--- config.mk ---
export PLATFORM = sky130hd
export DESIGN_NAME = greedy_coin_change_flat
export DESIGN_NICKNAME = d
export VERILOG_FILES = /design/src/hdl/gcc_pkg.sv /design/src/hdl/gcc_if.sv /design/src/hdl/gcc_cfg_regs.sv /design/src/hdl/gcc_divider.sv /design/src/hdl/greedy_coin_change.sv /design/src/flat_wrapper.sv
export SDC_FILE = /design/constraint.sdc
export NUM_CORES = 1
export LEC_CHECK = 0
export BUFFER_PORTS_ARGS = -buffer_cell sky130_fd_sc_hd__buf_4
export CORE_ASPECT_RATIO = 1.2
export CORE_MARGIN = 3
export CORE_UTILIZATION = 40
export DETAILED_ROUTE_END_ITERATION = 10
export PLACE_DENSITY_LB_ADDON = 0.2
export SLEW_MARGIN = 20
export SYNTH_ARGS = -nofsm -noshare
export SYNTH_HDL_FRONTEND = slang
export SYNTH_HIERARCHICAL = 1
export SYNTH_SLANG_ARGS = --single-unit
--- constraint.sdc ---
create_clock -name clk -period 6.4 [get_ports clk]
set_clock_uncertainty 0.15 [all_clocks]
set_input_delay 1.28 -clock clk [delete_from_list [all_inputs] [get_ports clk]]
set_output_delay 1.28 -clock clk [all_outputs]
set_load 0.01 [all_outputs]
--- src/hdl/gcc_pkg.sv ---
// ----------------------------------------------------------------------------
// gcc_pkg
// Shared widths, register codes, reset values and the request/response
// types of the divider used by the greedy coin change block.
// ----------------------------------------------------------------------------
`default_nettype none

package gcc_pkg;

  // Width of amounts, denominations and coin counts.
  localparam int DATA_W = 16;
  // Width of the register index and of the coin index on the result word.
  localparam int IDX_W = 3;
  // Width of the coins-in-use register.
  localparam int CNT_W = 3;
  // Number of denomination registers on the configuration port.
  localparam int NUM_DENOM_REGS = 5;
  // Default limit on the number of denominations the block handles.
  localparam int MAX_DENOMS_DEFAULT = 5;
  // Width of the divider step counter.
  localparam int DIV_STEP_W = $clog2(DATA_W);

  // Register index of the coins-in-use register.
  localparam logic [IDX_W-1:0] CFG_COINS_IN_USE = 3'd5;

  // Reset values of the configuration registers.
  localparam logic [DATA_W-1:0] DENOM_RESET [NUM_DENOM_REGS] =
    '{16'd1, 16'd5, 16'd10, 16'd25, 16'd50};
  localparam logic [CNT_W-1:0] COINS_IN_USE_RESET = 3'd5;

  // Request to the shared divider.
  typedef struct packed {
    logic              start;
    logic [DATA_W-1:0] dividend;
    logic [DATA_W-1:0] divisor;
  } gcc_div_req_t;

  // Response from the shared divider.
  typedef struct packed {
    logic              done;
    logic [DATA_W-1:0] quotient;
    logic [DATA_W-1:0] remainder;
  } gcc_div_rsp_t;

endpackage

`default_nettype wire

--- src/hdl/gcc_if.sv ---
// ----------------------------------------------------------------------------
// gcc_in_if / gcc_out_if
// Valid/ready channels of the greedy coin change block: the amount word
// going in and the per-denomination result word coming out.
// ----------------------------------------------------------------------------
`default_nettype none

interface gcc_in_if import gcc_pkg::*; ();
  logic              valid;
  logic              ready;
  logic [DATA_W-1:0] amount;

  modport source (output valid, output amount, input ready);
  modport sink (input valid, input amount, output ready);
endinterface

interface gcc_out_if import gcc_pkg::*; ();
  logic              valid;
  logic              ready;
  logic [IDX_W-1:0]  coin_index;
  logic [DATA_W-1:0] coin_count;
  logic [DATA_W-1:0] total_coins;
  logic [DATA_W-1:0] remainder;
  logic              last;

  modport source (output valid, output coin_index, output coin_count,
                  output total_coins, output remainder, output last,
                  input ready);
  modport sink (input valid, input coin_index, input coin_count,
                input total_coins, input remainder, input last,
                output ready);
endinterface

`default_nettype wire

--- src/hdl/gcc_cfg_regs.sv ---
// ----------------------------------------------------------------------------
// gcc_cfg_regs
// Configuration register file: the denomination values and the number of
// denominations in use, written through a plain write port.
// ----------------------------------------------------------------------------
`default_nettype none

module gcc_cfg_regs import gcc_pkg::*; #(
  parameter int NUM_DENOMS = MAX_DENOMS_DEFAULT
) (
  input  wire logic                                 clk,
  input  wire logic                                 rst,
  input  wire logic                                 cfg_we,
  input  wire logic [IDX_W-1:0]                     cfg_index,
  input  wire logic [DATA_W-1:0]                    cfg_data,
  output logic      [NUM_DENOMS-1:0][DATA_W-1:0]    denom,
  output logic      [CNT_W-1:0]                     coins_in_use
);

  // Only the denominations the block can ever use are stored; writes to
  // the others are dropped.
  always_ff @(posedge clk) begin
    if (rst) begin
      for (int i = 0; i < NUM_DENOMS; i++) begin
        denom[i] <= DENOM_RESET[i];
      end
      coins_in_use <= COINS_IN_USE_RESET;
    end else if (cfg_we) begin
      for (int i = 0; i < NUM_DENOMS; i++) begin
        if (cfg_index == IDX_W'(i)) begin
          denom[i] <= cfg_data;
        end
      end
      if (cfg_index == CFG_COINS_IN_USE) begin
        coins_in_use <= cfg_data[CNT_W-1:0];
      end
    end
  end

endmodule

`default_nettype wire

--- src/hdl/gcc_divider.sv ---
// ----------------------------------------------------------------------------
// gcc_divider
// Restoring divider, one quotient bit per cycle. A start request loads the
// operands; the quotient and remainder are valid with the done pulse.
// ----------------------------------------------------------------------------
`default_nettype none

module gcc_divider import gcc_pkg::*; (
  input  wire logic         clk,
  input  wire logic         rst,
  input  wire gcc_div_req_t req,
  output gcc_div_rsp_t      rsp
);

  logic                  busy;
  logic                  done;
  logic [DIV_STEP_W-1:0] step;
  logic [DATA_W-1:0]     rem;
  logic [DATA_W-1:0]     quo;
  logic [DATA_W-1:0]     divisor;
  logic [DATA_W+1:0]     trial;

  // Shift the next dividend bit into the partial remainder and try to
  // subtract the divisor; a negative result means the bit is zero.
  assign trial = {1'b0, rem, quo[DATA_W-1]} - {2'b00, divisor};

  always_ff @(posedge clk) begin
    if (rst) begin
      busy <= 1'b0;
      done <= 1'b0;
      step <= '0;
    end else begin
      done <= 1'b0;
      if (req.start) begin
        busy    <= 1'b1;
        step    <= '0;
        rem     <= '0;
        quo     <= req.dividend;
        divisor <= req.divisor;
      end else if (busy) begin
        if (trial[DATA_W+1]) begin
          rem <= {rem[DATA_W-2:0], quo[DATA_W-1]};
          quo <= {quo[DATA_W-2:0], 1'b0};
        end else begin
          rem <= trial[DATA_W-1:0];
          quo <= {quo[DATA_W-2:0], 1'b1};
        end
        step <= step + DIV_STEP_W'(1);
        if (step == DIV_STEP_W'(DATA_W - 1)) begin
          busy <= 1'b0;
          done <= 1'b1;
        end
      end
    end
  end

  assign rsp = '{done: done, quotient: quo, remainder: rem};

endmodule

`default_nettype wire

--- src/hdl/greedy_coin_change.sv ---
// ----------------------------------------------------------------------------
// greedy_coin_change
// Greedy split of an amount over the configured coin denominations.
// ----------------------------------------------------------------------------
// An amount word is taken when the block is idle; it then emits one result
// word per denomination in use, largest index first, with the coin count,
// the running coin total and the amount still unpaid, and flags the word
// for denomination 0 as last. No new amount is taken until the last result
// word has been taken. Each denomination passes through a setup state,
// the 16-step restoring divider with its done pulse and an output state;
// a denomination of zero skips the divider. All denominations share the
// single divider. Denominations must be written while the block is idle;
// coins_in_use of zero acts as one.
// ----------------------------------------------------------------------------
`default_nettype none

module greedy_coin_change import gcc_pkg::*; #(
  parameter int MAX_DENOMS = MAX_DENOMS_DEFAULT
) (
  input  wire logic              clk,
  input  wire logic              rst,
  input  wire logic              cfg_we,
  input  wire logic [IDX_W-1:0]  cfg_index,
  input  wire logic [DATA_W-1:0] cfg_data,
  gcc_in_if.sink                 amount_ch,
  gcc_out_if.source              coin_ch
);

  localparam int NumActive = (MAX_DENOMS < NUM_DENOM_REGS) ? MAX_DENOMS : NUM_DENOM_REGS;
  localparam int SelW      = (NumActive > 1) ? $clog2(NumActive) : 1;

  typedef enum logic [1:0] {
    S_IDLE,
    S_START,
    S_WAIT,
    S_OUT
  } state_t;

  state_t                           state;
  logic [NumActive-1:0][DATA_W-1:0] denom;
  logic [CNT_W-1:0]                 coins_in_use;
  logic [CNT_W-1:0]                 n_active;
  logic [CNT_W-1:0]                 n_minus;
  logic [SelW-1:0]                  sel;
  logic [DATA_W-1:0]                rest;
  logic [DATA_W-1:0]                total;
  logic [DATA_W-1:0]                count;
  logic [DATA_W-1:0]                cur_denom;
  logic                             denom_zero;
  gcc_div_req_t                     div_req;
  gcc_div_rsp_t                     div_rsp;

  gcc_cfg_regs #(
    .NUM_DENOMS (NumActive)
  ) u_cfg_regs (
    .clk          (clk),
    .rst          (rst),
    .cfg_we       (cfg_we),
    .cfg_index    (cfg_index),
    .cfg_data     (cfg_data),
    .denom        (denom),
    .coins_in_use (coins_in_use)
  );

  gcc_divider u_divider (
    .clk (clk),
    .rst (rst),
    .req (div_req),
    .rsp (div_rsp)
  );

  // Number of denominations in use, clamped to one and to the stored count.
  always_comb begin
    priority if (coins_in_use == '0) begin
      n_active = CNT_W'(1);
    end else if (coins_in_use > CNT_W'(NumActive)) begin
      n_active = CNT_W'(NumActive);
    end else begin
      n_active = coins_in_use;
    end
    n_minus = n_active - CNT_W'(1);
  end

  // Denomination under work; a zero value pays nothing and skips the divider.
  assign cur_denom  = denom[sel];
  assign denom_zero = (cur_denom == '0);

  assign div_req = '{start:    (state == S_START) && !denom_zero,
                     dividend: rest,
                     divisor:  cur_denom};

  // Sequencer: one division per nonzero denomination, one result word after each.
  always_ff @(posedge clk) begin
    if (rst) begin
      state <= S_IDLE;
    end else begin
      unique case (state)
        S_IDLE: begin
          if (amount_ch.valid) begin
            rest  <= amount_ch.amount;
            total <= '0;
            sel   <= n_minus[SelW-1:0];
            state <= S_START;
          end
        end
        S_START: begin
          if (denom_zero) begin
            count <= '0;
            state <= S_OUT;
          end else begin
            state <= S_WAIT;
          end
        end
        S_WAIT: begin
          if (div_rsp.done) begin
            count <= div_rsp.quotient;
            rest  <= div_rsp.remainder;
            total <= total + div_rsp.quotient;
            state <= S_OUT;
          end
        end
        S_OUT: begin
          if (coin_ch.ready) begin
            if (sel == '0) begin
              state <= S_IDLE;
            end else begin
              sel   <= sel - SelW'(1);
              state <= S_START;
            end
          end
        end
        default: begin
          state <= S_IDLE;
        end
      endcase
    end
  end

  // Handshake and result word.
  assign amount_ch.ready     = (state == S_IDLE);
  assign coin_ch.valid       = (state == S_OUT);
  assign coin_ch.coin_index  = IDX_W'(sel);
  assign coin_ch.coin_count  = count;
  assign coin_ch.total_coins = total;
  assign coin_ch.remainder   = rest;
  assign coin_ch.last        = (sel == '0);

endmodule

`default_nettype wire

--- src/flat_wrapper.sv ---
// flat-port wrapper written by rule: the top's interface ports become plain ports
module greedy_coin_change_flat import gcc_pkg::*;
#(
  parameter int MAX_DENOMS = MAX_DENOMS_DEFAULT
)
  (clk, rst, cfg_we, cfg_index, cfg_data, amount_ch_valid, amount_ch_amount, amount_ch_ready, coin_ch_valid, coin_ch_coin_index, coin_ch_coin_count, coin_ch_total_coins, coin_ch_remainder, coin_ch_last, coin_ch_ready);
  gcc_in_if amount_ch_i ();
  gcc_out_if coin_ch_i ();
  input  wire logic clk;
  input  wire logic rst;
  input  wire logic cfg_we;
  input  wire logic [IDX_W-1:0] cfg_index;
  input  wire logic [DATA_W-1:0] cfg_data;
  input wire logic [$bits(amount_ch_i.valid)-1:0] amount_ch_valid;
  input wire logic [$bits(amount_ch_i.amount)-1:0] amount_ch_amount;
  output wire logic [$bits(amount_ch_i.ready)-1:0] amount_ch_ready;
  output wire logic [$bits(coin_ch_i.valid)-1:0] coin_ch_valid;
  output wire logic [$bits(coin_ch_i.coin_index)-1:0] coin_ch_coin_index;
  output wire logic [$bits(coin_ch_i.coin_count)-1:0] coin_ch_coin_count;
  output wire logic [$bits(coin_ch_i.total_coins)-1:0] coin_ch_total_coins;
  output wire logic [$bits(coin_ch_i.remainder)-1:0] coin_ch_remainder;
  output wire logic [$bits(coin_ch_i.last)-1:0] coin_ch_last;
  input wire logic [$bits(coin_ch_i.ready)-1:0] coin_ch_ready;
  assign amount_ch_i.valid = amount_ch_valid;
  assign amount_ch_i.amount = amount_ch_amount;
  assign amount_ch_ready = amount_ch_i.ready;
  assign coin_ch_valid = coin_ch_i.valid;
  assign coin_ch_coin_index = coin_ch_i.coin_index;
  assign coin_ch_coin_count = coin_ch_i.coin_count;
  assign coin_ch_total_coins = coin_ch_i.total_coins;
  assign coin_ch_remainder = coin_ch_i.remainder;
  assign coin_ch_last = coin_ch_i.last;
  assign coin_ch_i.ready = coin_ch_ready;
  greedy_coin_change #(.MAX_DENOMS(MAX_DENOMS)) u_core (.clk(clk), .rst(rst), .cfg_we(cfg_we), .cfg_index(cfg_index), .cfg_data(cfg_data), .amount_ch(amount_ch_i), .coin_ch(coin_ch_i));
endmodule
# Yosys cells after proc, flatten, opt, wreduce, memory -nomap -nowiden

Cells that the tools add are included.

Output and inout port bits: 54
Word-level logic and storage cells: 97
Input bits: 40
Bits in registers: 190

Bitwise logic cells: 2
Magnitude comparators: 2
Mux-type cells: 32
Add/sub/neg operators: 5
Reduce and logical (&&, ||, !) cells: 25
Equality and inequality tests: 14

Operator list:

| kind                | count |
|---|---|
| $mux 16             | 11 |
| $pmux 16 s2         | 3 |
| $bmux 16 s3         | 1 |
| $sub 17x16->18      | 1 |
| $add 16x16->16      | 1 |
| $logic_not 16->1    | 1 |
| $reduce_and 2->1    | 8 |
| $mux 3              | 5 |
| $logic_not 3->1     | 3 |
| $pmux 2 s4          | 1 |
| $reduce_and 4->1    | 2 |
| $reduce_bool 2->1   | 4 |
| $mux 1              | 7 |
| $eq 3x2->1 const B  | 2 |
| $eq 3x3->1 const B  | 2 |
| $mux 2              | 3 |
| $ne 2x2->1 const B  | 3 |
| $pmux 3 s2          | 1 |
| $sub 3x1->3 const B | 2 |
| $reduce_and 5->1    | 1 |
| $add 4x1->4 const B | 1 |
| $eq 2x2->1 const B  | 2 |
| $eq 4x4->1 const B  | 1 |
| $lt 3x4->1 const B  | 1 |
| other kinds (11)    | 13 |

# Depth between registers and ports, before layout

Gate-level depths: netlist (run 1).

Depth after elaboration: 7
Gate-level depth with buffers: 12
Gate-level depth less buffers: 11

# Modules after synthesis

Netlist (run 1), hierarchy kept.

By module, submodules not included:

| module             | area each (um2) | cells an instance | instances | seq. area each (um2) |
|---|---|---|---|---|
| greedy_coin_change | 3997.6          | 384               | 1         | 1571.5 |
| gcc_cfg_regs       | 3276.9          | 299               | 1         | 1661.6 |
| gcc_divider        | 2944.1          | 243               | 1         | 1561.5 |

# Worst setup path after synthesis (run 1)

OpenSTA, ideal clock, no wires.

Path kind: input port to flip-flop
Start point: input port amount_ch_valid
End point: register u_core.rest[0], in the netlist u_core/coin_ch.remainder[0] (enable)
Stages: 2
Slack: 1.267 ns
Required time: 5.748 ns
Library setup time: 0.502 ns
Arrival time: 4.482 ns
Buffers on the path: 0
Cells stage by stage: nor2b_1 nor4_1

Longest elaborated chain between the ends: 2

Ends and longest elaborated chain:

| what                              | line                      | text |
|---|---|---|
| from (decl)                       | flat_wrapper.sv:14        | `input wire logic [$bits(amount_ch_i.valid)-1:0] amount_ch_valid;` |
| $ne 2x2->1 (no source line)       | --                        |  |
| $reduce_and 4->1 (no source line) | --                        |  |
| to (signal assigned)              | greedy_coin_change.sv:100 | `rest <= amount_ch.amount;` |
| to (signal assigned)              | greedy_coin_change.sv:117 | `rest <= div_rsp.remainder;` |
| to (decl)                         | greedy_coin_change.sv:45  | `logic [DATA_W-1:0] rest;` |

Every way passes these cells.
A chain may end at the register's enable or synchronous reset.

==> results.tsv, run 1 <==
metric	value	unit
drc_errors	0	
p_sw	1.76	mW
initialDrtViolationCount	381	
grt_overflow	0	
tns	0	ns
clockBufferDepth	2	
hpwl	16600	um
reg2reg_to	u_core/u_divider/rem[6]	
ir_drop	0.223	mV
avgRoutedWirePerCell	17.1	um
initial_core_util	41.0	%
ctsResizeCount	0	
swShare	35.7	%
endpoint_kind	register	
rows	63	
path_delay_family	simple AND/OR/NAND/NOR gates	
antenna_cells	0	
synth_area	10200	um^2
avgSynthCellArea	11.0	um^2
clk_pin_slew	0.07	ns
ys_warn_count	6	
cts_root_buffer	clkbuf_16	
use_met2	29.9	%
syn-num-nets	1005	
final_hold_viol_count	0	
p_leak	4.83	nW
grt_max_degree	114	
run_status	complete, no violations	
area_growth	14.4	%
clockPowerShare	22.9	%
crit_chain	nor2b_1 > a2bb2oi_1 > a31oi_1 > and4bb_2 > nand4b_4 > and2_1 > nor2_1 > nor2_4	
cts_tree	done	
grt_pass1_vias	6933	
drv_slew	0	
maxCapViolations	0	
cp-endpoint	u_core/u_divider/rem[6]	
ctsHoldBuffers	0	
max_freq	0.270	GHz
met3_usage	2.87	%
arrival	3.60	ns
die_h	181	um
firstDrtPassIters	4	
setup_viol	0	
drive_above_1_share	18.9	%
clock-sinks	190	
crit_buf_inv	0	
min_period_over_period	57.8	%
rsz0062_at_grt	no	
crit_required	6.30	ns
powerDensity	421	nW/um^2
hp-class	register to register	
r2r-start	u_core/coin_ch.coin_index[2]	
slowest_stage	edfxtp_1	
cp_max_fo	33	
routabilityCongestion	0.887	
p_seq_share	37.0	%
clock_latency	0.43	ns
cts_setup_buffers	0	
startpoint	u_core/coin_ch.coin_index[2]	
pwr-share-comb	40.2	%
die-area	27500	um^2
ys_async_sr_fraction	0	%
cts_made_buffers	17	
die_x	152	um
yosysSeqAreaShare	46.9	%
ant_nets	0	
max_slew.worst_pin.slew	0.952	ns
ys.flop_type	edfxtp_1	
vias_per_cell	5.12	
totalWireLength	22700	um
path_class	register to register	
ctsHtreeMaxLevel	4	
grt_antenna_before_repair	0	
min_period	3.70	ns
synth_edf_count	99	
core_area	24900	um^2
p_total	4.92	mW
utilization	46.9	%
relSlewSlack	36.6	%
grtUsageMet1	20.0	%
ys_ff_latch	190	
grt.busiest_layer	met2	
grt_usage	16.4	%
grt_first_pass_wirelength	36400	um
fin_nets	1064	
cp_slowest_stage_delay	0.75	ns
portBuffers	93	
reg2regPathDepth	8	
power.internal	3.16	mW
ff2ff_setup_slack	2.70	ns
synth_cell_type_count	74	
synthCells	926	
vias	6775	
cp.depth	8	
worst_setup_path_start_kind	register	
pin_count	94	
## placed cells by master (no fill, tap or decap), types with 5 or more instances in the layout
cell type,count
mux2i_1,130
buf_4,104
edfxtp_1,99
nand2b_1,91
dfxtp_1,91
nor2_1,67
ha_1,37
mux2_2,32
a21oi_1,31
and2_1,31
inv_1,28
o21ai_0,26
nand2_1,23
xnor2_1,18
clkbuf_16,17
xor2_1,11
a21o_1,10
nand3_1,10
nor3_1,9
o21a_1,9
o22ai_1,8
nand3b_1,7
nand4_1,6
nor2b_1,6
o2bb2ai_1,6
a211oi_1,5
o21bai_1,5
## final cells by class
cell class              count  area (um^2)
well taps                 325          407
inverters                  29          109
repair buffers            104          781
flip-flops and latches    190         4790
clock buffers              17          425
multi-input cells         643         4980
fillers                  2355        13200
clock inverters            15          198
## flip-flops by register name, indices dropped and copies added, names as in the netlist
name	cells
u_core/u_cfg_regs/denom	80
u_core/coin_ch.coin_count	16
u_core/coin_ch.remainder	16
u_core/coin_ch.total_coins	16
u_core/u_divider/divisor	16
u_core/u_divider/quo	16
u_core/u_divider/rem	16
u_core/u_divider/step	4
u_core/coin_ch.coin_index	3
u_core/u_cfg_regs/coins_in_use	3
u_core/state	2
u_core/u_divider/busy	1
u_core/u_divider/done	1
## per-layer routing
| metal | vias up | routed length [um] |
|---|---|---|
| met2 | 110 | 11700 |
| met3 | 17 | 754 |
| met5 | - | 0 |
| li1 | 3432 | - |
| met1 | 3216 | 9910 |
| met4 | 0 | 254 |
## stage by stage
| stage | hold WS [ns] | area (um^2) | setup slack (ns) | instances |
|---|---|---|---|---|
| floorplan | 0.298 | 10200 | 1.27 | 926 |
| global placement | 0.314 | 11100 | 2.81 | 1291 |
| detailed placement | 0.319 | 11100 | 2.70 | 1291 |
| CTS | 0.330 | 11700 | 2.68 | 1323 |
| global route | 0.345 | 11700 | 2.40 | 1323 |
| finish | 0.328 | 11700 | 2.70 | 1323 |
## tightest hold or removal path: stages, from the launching register on
cell,delay (ns)
dfxtp_1,0.31
nand2b_1,0.06
mux2i_1,0.06
## worst min-delay path by stage
stage                                  endpoint  cells after the start                   startpoint
floorplan           u_core/u_cfg_regs/denom[15]                      2  u_core/u_cfg_regs/denom[15]
global placement    u_core/u_cfg_regs/denom[24]                      2  u_core/u_cfg_regs/denom[24]
detailed placement  u_core/u_cfg_regs/denom[79]                      2  u_core/u_cfg_regs/denom[79]
CTS                 u_core/u_cfg_regs/denom[24]                      2  u_core/u_cfg_regs/denom[24]
global route        u_core/u_cfg_regs/denom[24]                      2  u_core/u_cfg_regs/denom[24]
finish              u_core/u_cfg_regs/denom[24]                      2  u_core/u_cfg_regs/denom[24]
## cell families (layout without fill, tap and decap cells)
kind of cell | count (synthesis) | count (layout) | share of synthesized area [%]
flops | 190 | 190 | 46.9
simple gates | 279 | 279 | 15.5
fa+ha+maj | 39 | 39 | 4.92
xor+xnor | 29 | 29 | 2.49
compound gates | 134 | 134 | 9.27
buf+inv | 93 | 165 | 4.65
mux | 162 | 162 | 16.3
## cell usage after synthesis, drive strengths merged (5+ instances only)
master     n  area (um^2)
buf       37          265
mux2i    130         1300
o2bb2ai    6         52.6
nand4b     5         58.8
nand3     10         50.1
inv       29          109
nand4      6         37.5
a211oi     9         87.6
nor2b      7         46.3
o21ai     29          153
o21bai     5         37.5
a21oi     31          155
clkbuf    27          101
nor4       5         31.3
nand2b    91          569
a21o      10         75.1
and2      31          194
mux2      32          360
nor3      10         61.3
a31oi      5         46.3
dfxtp     91         1820
nand2     23         86.3
nor2      68          255
o21a       9         67.6
xnor2     18          158
nand3b     7         52.6
o22ai      8         50.1
ha        37          463
xor2      11         96.3
edfxtp    99         2970
## power by group through the flow
stage	Clock, mW	Combinational (mW)	Sequential, mW
after floorplan	0	1.54	1.81
after global placement	0	1.95	1.85
after detailed placement	0	1.98	1.85
after CTS	1.15	1.99	1.83
after global routing	1.21	2.20	1.85
final	1.12	1.98	1.82
(Power assumes the default switching activity.)
==> run 2: changes to the inputs <==
==> constraint.sdc (replaced) <==
create_clock -name clk -period 3 [get_ports clk]
set_clock_uncertainty 0.15 [all_clocks]
set_input_delay 0.6 -clock clk [delete_from_list [all_inputs] [get_ports clk]]
set_output_delay 0.6 -clock clk [all_outputs]
set_load 0.01 [all_outputs]
==> run 2 against run 1 <==
Net effect: combinational power up 130%; sequential power increased by 110%; count of clock-buffer cells in the layout did not move; die area stayed put; largest power group unchanged; cell count increased by 1.4%; clock power up 110%; worst hold slack worse by 0.054 ns.
==> results.tsv, run 2 (same netlist as run 1, synthesis figures left out) <==
metric	value	unit
vias_per_cell	5.25	
grt_first_pass_wirelength	37200	um
arrival	2.97	ns
hpwl	16800	um
drc_errors	0	
portBuffers	93	
final_cell_mix	mux2i_1 (130), buf_4 (113), edfxtp_1 (99)	
drive_above_1_share	20.8	%
ctsHtreeMaxLevel	4	
powerDensity	906	nW/um^2
relSlewSlack	44.3	%
p_leak	4.93	nW
endpoint_kind	register	
crit_chain	buf_4 > clkbuf_16 > nand3b_1 > o21a_1 > a31oi_1 > and4bb_2 > nand4b_4 > and2_2 > buf_12 > mux2_2	
vias	7040	
min_path_cells	3	
setup_viol	0	
cts_root_buffer	clkbuf_16	
clk_pin_slew	0.08	ns
path_class	register to register	
run_status	complete, no violations	
min_period_over_period	98.2	%
avgRoutedWirePerCell	17.4	um
core_area	24900	um^2
reg2regPathDepth	10	
clock_latency	0.44	ns
slowest_stage	edfxtp_1	
routabilityCongestion	0.875	
rows	63	
maxCapViolations	0	
cts_tree	done	
die-area	27500	um^2
firstDrtPassIters	5	
die_h	181	um
grt_max_degree	91	
min_period	2.95	ns
fin_nets	1082	
crit_required	3.03	ns
max_slew.worst_pin.slew	0.836	ns
rsz0062_at_grt	no	
grt_overflow	0	
initial_core_util	41.0	%
ctsHoldBuffers	0	
final_hold_viol_count	0	
antenna_cells	0	
layout_commonest_cell	mux2i_1	
clockBufferDepth	2	
hold_ws	0.274	ns
finalWorstSetupSlack	0.0545	ns
post-route-cell-area	11900	um^2
cp_max_fo	30	
initialDrtViolationCount	400	
ant_nets	0	
max_freq	0.339	GHz
hp-class	input pin to register	
clock-sinks	190	
cts_made_buffers	17	
die_x	152	um
largest-register	u_core/u_cfg_regs/denom	
area_growth	16.9	%
cp_slowest_stage_delay	0.43	ns
largest_reg_flops	80	
ir_drop	0.456	mV
grt_pass1_vias	6996	
tns	0	ns
place_area	11300	um^2
place_ws	0.0885	ns
totalWireLength	23400	um
worst_setup_path_start_kind	register	
grt_usage	16.7	%
pin_count	94	
drv_slew	0	
grt_antenna_before_repair	0	
==> run 2: changes by cell type in the layout (fill, tap and decap cells not counted), moves of 2 or more <==
cell,before,now
buf_12,0,7
clkinvlp_4,2,4
buf_4,104,113
inv_6,4,1
==> run 2: timing repair <==
action,CTS,global route
setup endpoints to repair,0,49
endpoints found under the hold margin,0,0
resized for setup,0,4
buffers inserted,0,1
==> run 2: final timing paths <==
kind                                 from                           to  slack, ns
min                           cfg_data[5]  u_core/u_cfg_regs/denom[69]       0.27
max reg2reg  u_core/coin_ch.coin_index[0]      u_core/u_divider/quo[9]       0.05
min reg2reg   u_core/u_cfg_regs/denom[15]  u_core/u_cfg_regs/denom[15]       0.33
max          u_core/coin_ch.coin_index[0]      u_core/u_divider/quo[9]       0.05
==> run 2: critical path: cells and delay by family, from the launching register on <==
family | cells | cell delay [ns]
and+or+nand+nor | 4 | 0.79
buffers and inverters | 3 | 0.56
DFF | 1 | 0.43
AOI/OAI and AO/OA | 2 | 0.38
muxes | 1 | 0.35
==> run 2: stage by stage <==
stage / cells / utilization, % / total power, mW
finish: 1341 / 48.0 / 10.8
global route: 1341 / 48.0 / 11.5
CTS: 1339 / 47.8 / 10.9
detailed placement: 1307 / 45.3 / 8.49
global placement: 1307 / 45.3 / 8.42
floorplan: 926 / - / 7.16
==> run 2: final cells by class <==
type                       instances  area, um^2
fill                            2343       13000
multi-input combinational        643        5000
sequential                       190        4790
timing repair buffer             122        1020
clock buffer                      17         425
tap                              325         407
clock inverter                    15         188
inverter                          29         109
==> run 2: layer usage <==
layer	part of all wire (%)	routed length, um	GRT usage, %	up-vias
met5	0	0	0	-
met4	2.2	510	5.94	0
met3	3.7	868	2.95	30
met2	51	11900	29.2	166
met1	43	10100	20.8	3388
li1	-	-	-	3456
==> run 2: power by group <==
part / switching, mW / total, mW / internal, mW / leakage (nW)
clock: 1.05 / 2.38 / 1.33 / 0.287
sequential: 0.352 / 3.86 / 3.51 / 1.67
combinational: 2.45 / 4.58 / 2.13 / 2.98
